### src/rtl/tile_constraint_collapse_step_core_defines.svh
// Assertion macros shared by the tile collapse RTL
`ifndef TILE_CONSTRAINT_COLLAPSE_STEP_CORE_DEFINES_SVH
`define TILE_CONSTRAINT_COLLAPSE_STEP_CORE_DEFINES_SVH
// implication checked every clock, skipped while in reset
`define TCC_ASSERT_IMP(lbl, clk, rst_n, a, b) \
    lbl: assert property (@(posedge clk) disable iff (!rst_n) (a) |-> (b)) \
        else $error("assertion failed");
// next-cycle implication
`define TCC_ASSERT_NXT(lbl, clk, rst_n, a, b) \
    lbl: assert property (@(posedge clk) disable iff (!rst_n) (a) |=> (b)) \
        else $error("assertion failed");
`endif

### src/rtl/tcc_ram.sv
// Generic single-port-write, one-read synchronous RAM with registered read
`default_nettype none
module tcc_ram #(
    parameter int Width = 8,
    parameter int Depth = 16
) (
    input  wire                      i_clk,
    input  wire                      i_we,
    input  wire [$clog2(Depth)-1:0]  i_waddr,
    input  wire [Width-1:0]          i_wdata,
    input  wire [$clog2(Depth)-1:0]  i_raddr,
    output logic [Width-1:0]         o_rdata
);
    logic [Width-1:0] r_mem [Depth];
    always_ff @(posedge i_clk) begin
        if (i_we) r_mem[i_waddr] <= i_wdata;
        o_rdata <= r_mem[i_raddr];
    end
endmodule
`default_nettype wire

### config.mk
export PLATFORM = sky130hd
export DESIGN_NAME = tcc_ram
export DESIGN_NICKNAME = d
export VERILOG_FILES = /design/src/rtl/tile_constraint_collapse_step_core_defines.svh /design/src/rtl/tcc_ram.sv
export SDC_FILE = /design/constraint.sdc
export NUM_CORES = 1
export LEC_CHECK = 0
export BUFFER_PORTS_ARGS = -buffer_cell sky130_fd_sc_hd__buf_4
export CORE_MARGIN = 2
export CORE_UTILIZATION = 50
export CTS_CLUSTER_DIAMETER = 150
export DETAILED_ROUTE_END_ITERATION = 8
export PLACE_DENSITY = 0.67
export SYNTH_ARGS = -nofsm -noshare
export SYNTH_HDL_FRONTEND = slang
export SYNTH_SLANG_ARGS = --single-unit
### constraint.sdc
create_clock -name i_clk -period 1.87 [get_ports i_clk]
set_clock_uncertainty 0.05 [all_clocks]
set_input_delay 0.187 -clock i_clk [delete_from_list [all_inputs] [get_ports i_clk]]
set_output_delay 0.187 -clock i_clk [all_outputs]
set_load 0.01 [all_outputs]
# ---- Word level (Yosys, flattened, before mapping)
# Memory sizes are Yosys's and may differ from the RTL's. A register that Yosys moved wholly into a read port is not among the register bits.
# Index checks and enable logic that the tools add are counted.
dict set report totals {
  word_cells 3
  mem_bits_rw 128
  output_inout_bits 8
  ff_bits 0
  input_bits 18
  n_memories 1
}
# name words word_bits rd rd_clocked_by_memory_dff write_ports line_no
set mem_list {}
lappend mem_list {r_mem 16 8 1 1 1 tcc_ram.sv:14} ;# logic [Width-1:0] r_mem [Depth];
dict set report op_classes {
  n_mux 2
}
# operator n
set ops {}
lappend ops {{$mux 1} 2}

# ---- Longest topological paths before layout
# Gate-level depths: netlist of the first run.
dict set report logic_depth {
  word_depth 2
  mapped_depth 5
  depth_no_buf 3
}

# ---- Worst setup path before layout of the first run
# OpenSTA, ideal clock, no wires.
dict set report synth_timing {
  path_type {input-to-reg}
  startpoint {input port i_waddr[2]}
  endpoint {memory r_mem[0][0] (enable)}
  n_path_buf 0
  t_required_ps 1437
  path_stages 2
  arrival_ps 1297
  path_slack_ps 140
  setup_ps 383
  cell_sequence {or3b_2 > nor3_1}
}
# element line_no
set synth_lines {}
lappend synth_lines {{from (decl)} tcc_ram.sv:9} ;# input wire [$clog2(Depth)-1:0] i_waddr,
lappend synth_lines {{to (decl)} tcc_ram.sv:14}
# No word-level cell before the write port.

==> metrics.txt, run 1 <==
RD Place Congestion 0.6981; R2R Setup Slk 0.44 ns; Total GRT Usage 0.1851; I/O pin cnt 26; hold buffer count at cts 8; Syn Std Cell Area 5147 sq um; area growth from synthesis to layout 20.93%; die width 105.5 microns; multi-input logic area 1057 sq um; placed cell areas 5589 sq um; total design power 6.852 mW; Initial Utilization 0.5077; total core area 10140 sq um; Period minus WS final 1.434 ns; initial antenna violation count 0; synthesized flop and latch total 136; Sw Ratio 0.2022; register area share after synthesis 0.7778; 1st-pass router iterations 4; pwr dens 1101 nW/um^2; DRT Wirelength 9348 microns; ys async rst share 0; worst relative slew slack 0.7183; most common cell in the netlist edfxtp_1; maximum VDD drop 0.4753 mV; root buffer cell clkbuf_8; final non-filler cell total 441; area leader, netlist edfxtp_1; kind of critical path flop to flop; antenna viol nets, final 0; top_reg_cell synth edfxtp_1; CP Cell Sequence mux4_1 > a22oi_1 > nand2_1; run status complete, no violations; die height 105.5 microns; Inst Count DP 401; worst min path class primary input to flop; RSZ-0062 raised after global routing false; Worst EP arrival 1.76 ns; TNS Setup 0 ns; Max Slew Vio Count 0; Final #Nets 310; clock sinks 136; yosys warns 0; Commonest cells post-synth 128 x edfxtp_1, 18 x mux4_2, 16 x a22oi_1; Clock Path Buffers 2; DRC 0; I/O Buffers 25; die area 11120 sq um; leakage power 2.120 nW; ant diodes 0; Crit path required time 2.20 ns; Worst Path Buf+Inv 0; Synth Net Count 247; Mapped Avg Cell Area 22.48 sq um; final setup violation count 0; Cell variety after synth 19; sw power 1.386 mW; CP Max Fanout 1; largest net degree at the start of global routing 29; total CTS buffers 17; vias in the first global route 2540; slowest stage delay, CP 0.51 ns; CTS clk-pin slew, worst paths 0.06 ns; 1st-iter DRT viols 168; total congestion overflow 0; Crit. End Element flop; FILL cells 712; row count 37; final hold vios 0; Synth top area share 0.7467; first-pass GRT wire length 14620 microns; Worst Tran Pin Value 0.4225 ns; Hold WS 0.1447 ns; Reg power frac 0.500; post-CTS setup buffer count 0; f_max 697.6 MHz; H-tree levels 4; number of synthesized flops with an enable pin 128; family with the most delay on the worst path multiplexers; crit path launch type flop; post-cts sizing count 0; FF+latch area 4004 sq um; Layout Cell Area excl Fill 6225 sq um; part of the power in combinational logic 0.051; TritonCTS clock tree done; Vias 2436; Clk pwr share 0.449; per-cell routed wire length 21.20 microns; main area contributors after synthesis edfxtp_1 75%, mux4_2 7.9%, mux4_1 7.1%; fraction of layout cells with a size suffix above 1 0.3082; maxcap violations 0; via/cell ratio 5.524; clk_lat worst skew 0.51 ns; Int Power 5.467 mW; critical path's slowest cell mux4_1; Mapped Cells 229; Final period util 0.7666
-- worst min-delay path, cell delays in order --
cell,delay (ns)
buf_4,0.12
nor3_1,0.05
buf_4,0.17
-- area by class of cell --
cell class | instances | share of cell area
clock buffer | 20 | 0.06834
multi-input combinational | 83 | 0.1698
tap | 136 | 0.02734
timing repair buffer | 54 | 0.07035
clock inverter | 12 | 0.02090
sequential | 136 | 0.6432
-- metrics by stage --
step / util / setup slack [ns]
finish: 0.6140 / 0.4365
global route: 0.6140 / 0.3620
CTS: 0.6140 / 0.3970
detailed placement: 0.5513 / 0.1965
global placement: 0.5513 / 0.1924
floorplan: - / 0.1401
-- logic make-up (layout without fill, tap and decap cells) --
family | count (synthesis) | after routing | synth area share
AOI/OAI and AO/OA | 16 | 16 | 0.02334
buffers and inverters | 10 | 86 | 0.01677
DFF | 136 | 136 | 0.7778
muxes | 32 | 32 | 0.1502
and+or+nand+nor | 35 | 35 | 0.03184
-- flip-flops by register name, summed over array words and instances, names as in the netlist --
register  count
o_rdata       8
r_mem       128
-- path summary, 6_finish.rpt --
| path | from | depth (start not counted) | to |
|---|---|---|---|
| setup / recovery | r_mem[9][4] | 3 | o_rdata[4] |
| setup reg to reg | r_mem[9][4] | 3 | o_rdata[4] |
| hold / removal | i_waddr[0] | 3 | r_mem[4][5] |
| hold reg to reg | r_mem[12][5] | 3 | o_rdata[5] |
-- layout by cell type, fill, tap and decap left out --
| cell | n |
|---|---|
| clkinv_2 | 3 |
| nor3_1 | 4 |
| edfxtp_1 | 128 |
| nand2_1 | 9 |
| clkbuf_16 | 16 |
| buf_12 | 1 |
| nor2_1 | 13 |
| mux4_2 | 18 |
| bufinv_16 | 2 |
| clkbuf_1 | 3 |
| clkinvlp_4 | 5 |
| a22oi_1 | 16 |
| or3b_2 | 1 |
| buf_4 | 45 |
| nand2b_1 | 2 |
| clkinv_4 | 2 |
| and2b_1 | 1 |
| nor2b_1 | 1 |
| nand3b_1 | 2 |
| and2_1 | 1 |
| mux4_1 | 14 |
| clkbuf_8 | 1 |
| dlygate4sd3_1 | 8 |
| dfxtp_1 | 8 |
| nand3_1 | 1 |
-- routing by layer --
layer,wire length [microns],up-vias,GRT usage
met2,4843,78,0.2871
met4,75,0,0.07143
met1,3899,1252,0.2575
met5,0,-,0
met3,530,5,0.04453
li1,-,1101,-
-- power by group through the flow --
stage / clock network [mW] / logic (mW) / registers [mW]
3_3_place_gp: 0 / 0.333 / 3.49
5_1_grt: 3.25 / 0.383 / 3.43
3_5_place_dp: 0 / 0.341 / 3.49
4_1_cts: 3.14 / 0.356 / 3.43
2_1_floorplan: 0 / 0.173 / 3.50
6_report: 3.08 / 0.348 / 3.43
(Power assumes the default switching activity.)
==> inputs of run 2 (changes only) <==
--- a/config.mk
+++ b/config.mk
@@ -10,7 +10,7 @@
 export CORE_UTILIZATION = 50
 export CTS_CLUSTER_DIAMETER = 150
 export DETAILED_ROUTE_END_ITERATION = 8
-export PLACE_DENSITY = 0.67
+export PLACE_DENSITY = 0.7
 export SYNTH_ARGS = -nofsm -noshare
 export SYNTH_HDL_FRONTEND = slang
 export SYNTH_SLANG_ARGS = --single-unit
==> constraint.sdc (replaced) <==
create_clock -name i_clk -period 1.31 [get_ports i_clk]
set_clock_uncertainty 0.05 [all_clocks]
set_input_delay 0.131 -clock i_clk [delete_from_list [all_inputs] [get_ports i_clk]]
set_output_delay 0.131 -clock i_clk [all_outputs]
set_load 0.01 [all_outputs]
==> run 2 against run 1 <==
The flow now finishes with violations (negative setup slack). Sequential power increased by 43%. Critical path depth unchanged. Clock power increased by 38%. Non-clock buffer count increased by 16. Cell count increased by 3.6%. Register-to-register slack got worse by 0.47 ns. Routed wire length increased by 5.4%. Flip-flop and latch count unchanged. Worst hold slack got worse by 0.085 ns. Combinational power increased by 68%. Largest cell class unchanged. Highest routed layer unchanged.
==> metrics.txt, run 2 (synthesis gave the netlist of run 1 again) <==
crit path launch r_mem[2][4] (was r_mem[9][4]); kind of critical path flop to flop (unchanged); run status complete, but fails checks (was complete, no violations); 1st-iter DRT viols 185 (was 168); largest net degree at the start of global routing 17 (was 29); final setup violation count 4 (was 0); DRT Wirelength 9855 microns (was 9348 microns); pwr dens 1509 nW/um^2 (was 1101 nW/um^2); slowest stage delay, CP 0.50 ns (was 0.51 ns); die area 11120 sq um (unchanged); Clock Path Buffers 2 (unchanged); I/O pin cnt 26 (unchanged); clock sinks 136 (unchanged); TritonCTS clock tree done (unchanged); row count 37 (unchanged); maximum VDD drop 0.7715 mV (was 0.4753 mV); ant diodes 0 (unchanged); clk_lat worst skew 0.52 ns (was 0.51 ns); Period minus WS final 1.340 ns (was 1.434 ns); failing checks negative setup slack; DRC 0 (unchanged); largest reg by FF count r_mem (unchanged); Crit path required time 1.66 ns (was 2.20 ns); Regs by FF count r_mem (128), o_rdata (8) (unchanged); final non-filler cell total 457 (was 441); RD Place Congestion 0.7838 (was 0.6981); grt met2 use 0.2972 (was 0.2871); worst relative slew slack 0.4239 (was 0.7183); FF-to-FF Start r_mem[2][4] (was r_mem[9][4]); Initial Utilization 0.5077 (unchanged); final hold vios 0 (unchanged); I/O Buffers 25 (unchanged); CP Max Fanout 1 (unchanged); CP Cell Sequence mux4_2 > a22oi_2 > nand2_1 (was mux4_1 > a22oi_1 > nand2_1); crit path launch type flop (unchanged); total core area 10140 sq um (unchanged); family with the most delay on the worst path multiplexers (unchanged); fraction of layout cells with a size suffix above 1 0.3956 (was 0.3082); worst min path class primary input to flop (unchanged); Crit. End Element flop (unchanged); H-tree levels 4 (unchanged); final core utilization 0.6357 (was 0.6140); Final period util 1.023 (was 0.7666); CTS clk-pin slew, worst paths 0.06 ns (about the same); total congestion overflow 0 (unchanged); Vias 2545 (was 2436); leakage power 2.212 nW (was 2.120 nW); root buffer cell clkbuf_8 (unchanged); GR Util met3 0.06494 (was 0.04453); total CTS buffers 17 (unchanged); leading cell types in the layout, fill and taps excluded 128 x edfxtp_1, 55 x buf_4, 26 x mux4_2 (was 128 x edfxtp_1, 45 x buf_4, 18 x mux4_2); critical path's slowest cell mux4_2 (was mux4_1); Place WS -0.3040 ns (was 0.1965 ns); TNS Setup -0.05763 ns (was 0 ns); maxcap violations 0 (unchanged); RSZ-0062 raised after global routing true (was false); Worst EP arrival 1.68 ns (was 1.76 ns); Worst Path Buf+Inv 0 (unchanged); Worst Tran Pin Value 0.8623 ns (was 0.4225 ns); via/cell ratio 5.569 (was 5.524); final setup margin -0.02985 ns (was 0.4365 ns); die height 105.5 microns (unchanged); Total GRT Usage 0.1937 (was 0.1851); antenna viol nets, final 0 (unchanged); first-pass GRT wire length 14840 microns (was 14620 microns); 1st-pass router iterations 4 (unchanged); vias in the first global route 2537 (was 2540); Final #Nets 326 (was 310); per-cell routed wire length 21.56 microns (was 21.20 microns); number of flip-flops under the largest register name 128 (unchanged); most common cell after layout, fill and taps aside edfxtp_1 (unchanged); area growth from synthesis to layout 25.21% (was 20.93%); Max Slew Vio Count 0 (unchanged); initial antenna violation count 0 (unchanged); met1 usage 0.2605 (was 0.2575); f_max 746.4 MHz (was 697.6 MHz); GR peak layer met2 (unchanged); Worst Hold Launch i_waddr[1] (was i_waddr[0]); post-CTS setup buffer count 0 (unchanged); DP Wirelength 6416 microns; die width 105.5 microns (unchanged); Inst Count DP 417 (was 401)
run 2: changes by cell type in the layout (fill, tap and decap cells not counted), sizes merged:
cell / delta
clkinvlp: -5
buf: +16
clkinv: -2
clkbuf: +8
bufinv: -1
run 2: stage by stage:
stage / total power, mW / area (sq um) / hold slack [ns]
CTS: 9.797 / 6441 / 0.03147
finish: 9.725 / 6445 / 0.05938
global route: 10.03 / 6445 / 0.04506
floorplan: 5.244 / 5186 / 0.1799
detailed placement: 5.538 / 5816 / 0.3936
global placement: 5.525 / 5816 / 0.3748
run 2: power by group:
part | internal, mW | switching, mW
Sequential | 4.87 | 0.0342
Combinational | 0.297 | 0.288
Clock | 2.70 | 1.53
run 2: final timing paths:
| path | slack [ns] | depth (start not counted) | to |
|---|---|---|---|
| max | -0.03 | 3 | o_rdata[4] |
| min reg2reg | 0.63 | 3 | o_rdata[2] |
| max reg2reg | -0.03 | 3 | o_rdata[4] |
| min | 0.06 | 3 | r_mem[0][4] |
run 2: metal layers:
| layer | part of all wire | vias to the layer above | routed length (microns) |
|---|---|---|---|
| li1 | - | 1125 | - |
| met1 | 0.43 | 1321 | 4280 |
| met2 | 0.49 | 90 | 4800 |
| met3 | 0.064 | 9 | 635 |
| met4 | 0.014 | 0 | 138 |
| met5 | 0 | - | 0 |
run 2: layout make-up:
cell class / count / area (sq um)
well taps: 136 / 170.2
clock inverters: 4 / 43.79
fillers: 673 / 3694
clock buffers: 28 / 495.5
multi-input cells: 83 / 1099
flip-flops and latches: 136 / 4004
repair buffers: 70 / 633.1
run 2: timing repair:
item | in CTS | in global routing
hold endpoints to repair | 128 | 0
hold buffers | 8 | 0
gates resized for setup | 10 | 6
pin swaps | 7 | 4
endpoints found under the setup margin | 8 | 8
run 2: tightest hold or removal path: stages:
cell and delay (ns):
buf_4 0.14, nor3_4 0.05, buf_12 0.14
==> inputs of run 3 (changes only) <==
--- a/config.mk
+++ b/config.mk
@@ -11,6 +11,7 @@
 export CTS_CLUSTER_DIAMETER = 150
 export DETAILED_ROUTE_END_ITERATION = 8
 export PLACE_DENSITY = 0.7
+export RECOVER_POWER = 50
 export SYNTH_ARGS = -nofsm -noshare
 export SYNTH_HDL_FRONTEND = slang
 export SYNTH_SLANG_ARGS = --single-unit
==> run 3 against run 2 <==
The run still ends with negative setup slack left. Worst hold slack lost 0.00077 ns. Cell count unchanged. Non-clock buffer count is the same. Routed wire length decreased by 0.15%. Sequential share of layout area up 0.36 points. Maximum frequency about the same. Count of clock-buffer cells in the layout unchanged. Register-to-register slack barely moved. Power hardly changed. Flip-flop and latch count unchanged. Sequential power about the same. Largest cell class unchanged.
==> metrics.txt, run 3 (synthesis gave the netlist of run 1 again) <==
run status complete, but fails checks (unchanged); failing checks negative setup slack (unchanged); FF+latch area 4004 sq um (unchanged); worst min path class primary input to flop (unchanged); Worst Tran Pin Value 0.8679 ns (was 0.8623 ns); per-cell routed wire length 21.53 microns (was 21.56 microns); Crit path required time 1.65 ns (was 1.66 ns); final hold vios 0 (unchanged); maxcap violations 0 (unchanged); Reg power frac 0.505 (was 0.504); total congestion overflow 0 (unchanged); Vias 2536 (was 2545); DRC 0 (unchanged); most common cell after layout, fill and taps aside edfxtp_1 (unchanged); DP Wirelength 6416 microns (unchanged); Worst EP arrival 1.68 ns (about the same); Crit. End Element flop (unchanged); sw power 1.860 mW (was 1.855 mW); largest net degree at the start of global routing 17 (unchanged); total CTS buffers 17 (unchanged); die width 105.5 microns (unchanged); Worst Hold Launch i_waddr[1] (unchanged); worst relative slew slack 0.4202 (was 0.4239); clock sinks 136 (unchanged); leading cell types in the layout, fill and taps excluded 128 x edfxtp_1, 44 x buf_4, 26 x mux4_2 (was 128 x edfxtp_1, 55 x buf_4, 26 x mux4_2); H-tree levels 4 (unchanged); vias in the first global route 2537 (unchanged); clk_lat worst skew 0.52 ns (about the same); first-pass GRT wire length 14840 microns (unchanged); Clock Path Buffers 2 (unchanged); TNS Setup -0.05576 ns (was -0.05763 ns); CP Cell Sequence mux4_2 > a22oi_2 > nand2_1 (unchanged); f_max 746.2 MHz (was 746.4 MHz); family with the most delay on the worst path multiplexers (unchanged); FILL cells 684 (was 673); post-CTS setup buffer count 0 (unchanged); multi-input logic area 1099 sq um (unchanged); die area 11120 sq um (unchanged); crit path launch type flop (unchanged); Regs by FF count r_mem (128), o_rdata (8) (unchanged); I/O pin cnt 26 (unchanged); via/cell ratio 5.549 (was 5.569); Final #Nets 326 (unchanged); total design power 9.718 mW (was 9.725 mW); Max Slew Vio Count 0 (unchanged); fraction of layout cells with a size suffix above 1 0.3645 (was 0.3956); final setup violation count 3 (was 4); CP Max Fanout 1 (unchanged); worst r2r dst o_rdata[4] (unchanged); worst r2r path cells 3 (unchanged); ant diodes 0 (unchanged); RSZ-0062 raised after global routing true (unchanged); WHS Path Cells 3 (unchanged); initial antenna violation count 0 (unchanged); Period minus WS final 1.340 ns (about the same); R2R Setup Slk -0.03 ns (about the same); row count 37 (unchanged); Final period util 1.023 (about the same); Clk pwr share 0.437 (was 0.436); antenna viol nets, final 0 (unchanged); Worst Path Buf+Inv 0 (unchanged); pwr dens 1517 nW/um^2 (was 1509 nW/um^2); die height 105.5 microns (unchanged); Inst Count DP 417 (unchanged); DRT Wirelength 9840 microns (was 9855 microns); CTS clk-pin slew, worst paths 0.06 ns (about the same); Hold Path Sink r_mem[0][4] (unchanged); final non-filler cell total 457 (unchanged); number of flip-flops under the largest register name 128 (unchanged); maximum VDD drop 0.7731 mV (was 0.7715 mV); total core area 10140 sq um (unchanged); TritonCTS clock tree done (unchanged); FF-to-FF Start r_mem[2][4] (unchanged); part of the power in combinational logic 0.059 (was 0.060); Hold WS 0.05861 ns (was 0.05938 ns); I/O Buffers 25 (unchanged); Sw Ratio 0.1914 (was 0.1908); slowest stage delay, CP 0.50 ns (about the same); Initial Utilization 0.5077 (unchanged); RD Place Congestion 0.7838 (unchanged); Int Power 7.858 mW (was 7.870 mW); 1st-iter DRT viols 200 (was 185); 1st-pass router iterations 4 (unchanged); final setup margin -0.03015 ns (was -0.02985 ns); root buffer cell clkbuf_8 (unchanged); leakage power 2.175 nW (was 2.212 nW); largest reg by FF count r_mem (unchanged); area growth from synthesis to layout 24.48% (was 25.21%); kind of critical path flop to flop (unchanged); Total GRT Usage 0.1937 (unchanged); critical path's slowest cell mux4_2 (unchanged)
## run 3: changes by cell type in the layout (fill, tap and decap cells not counted)
cell      delta
clkbuf_1    +10
buf_4       -11
clkbuf_4     +1
## run 3: worst register-to-register path: stages (launching register included)
cell and delay, ns:
edfxtp_1 0.37, mux4_2 0.50, a22oi_2 0.19, nand2_1 0.11
## run 3: stage by stage
| step | setup slack (ns) | cell area, sq um | utilization |
|---|---|---|---|
| 6_report | -0.03015 | 6407 | 0.6320 |
| 5_1_grt | -0.07674 | 6407 | 0.6320 |
| 3_5_place_dp | -0.3040 | 5816 | 0.5736 |
| 3_3_place_gp | -0.3122 | 5816 | 0.5736 |
| 2_1_floorplan | -0.007465 | 5186 | - |
| 4_1_cts | -0.04428 | 6441 | 0.6353 |
## run 3: area by class of cell
type,instances,area share
flip-flops and latches,136,0.6249
multi-input cells,83,0.1715
clock buffers,28,0.07733
well taps,136,0.02656
clock inverters,4,0.006835
repair buffers,70,0.09295
## run 3: per-layer routing
| metal | track usage | routed length (microns) |
|---|---|---|
| met5 | 0 | 0 |
| met1 | 0.2605 | 4129 |
| met4 | 0.07238 | 148 |
| met3 | 0.06494 | 767 |
| met2 | 0.2972 | 4795 |
## run 3: how the worst max path moves through the flow
stage | depth (start not counted) | to | startpoint | slack [ns]
after floorplan | 5 | o_rdata[1] | i_raddr[0] | -0.007
after global placement | 6 | o_rdata[2] | i_raddr[0] | -0.31
after detailed placement | 6 | o_rdata[2] | i_raddr[0] | -0.30
after CTS | 3 | o_rdata[4] | r_mem[2][4] | -0.04
after global routing | 3 | o_rdata[4] | r_mem[3][4] | -0.08
final | 3 | o_rdata[4] | r_mem[2][4] | -0.03
## run 3: power by group through the flow
stage                     Combinational [mW]  Clock [mW]  Sequential (mW)
final                                  0.571        4.24             4.91
after global routing                   0.614        4.50             4.91
after CTS                              0.585        4.31             4.90
after floorplan                        0.255           0             4.99
after detailed placement               0.549           0             4.99
after global placement                 0.539           0             4.99
## run 3: what timing repair did
| item | 4_1_cts | 5_1_grt |
|---|---|---|
| hold buffers | 8 | 0 |
| setup endpoints to repair | 8 | 8 |
| resized for setup | 10 | 6 |
| endpoints found under the hold margin | 128 | 0 |
| pin swaps | 7 | 4 |
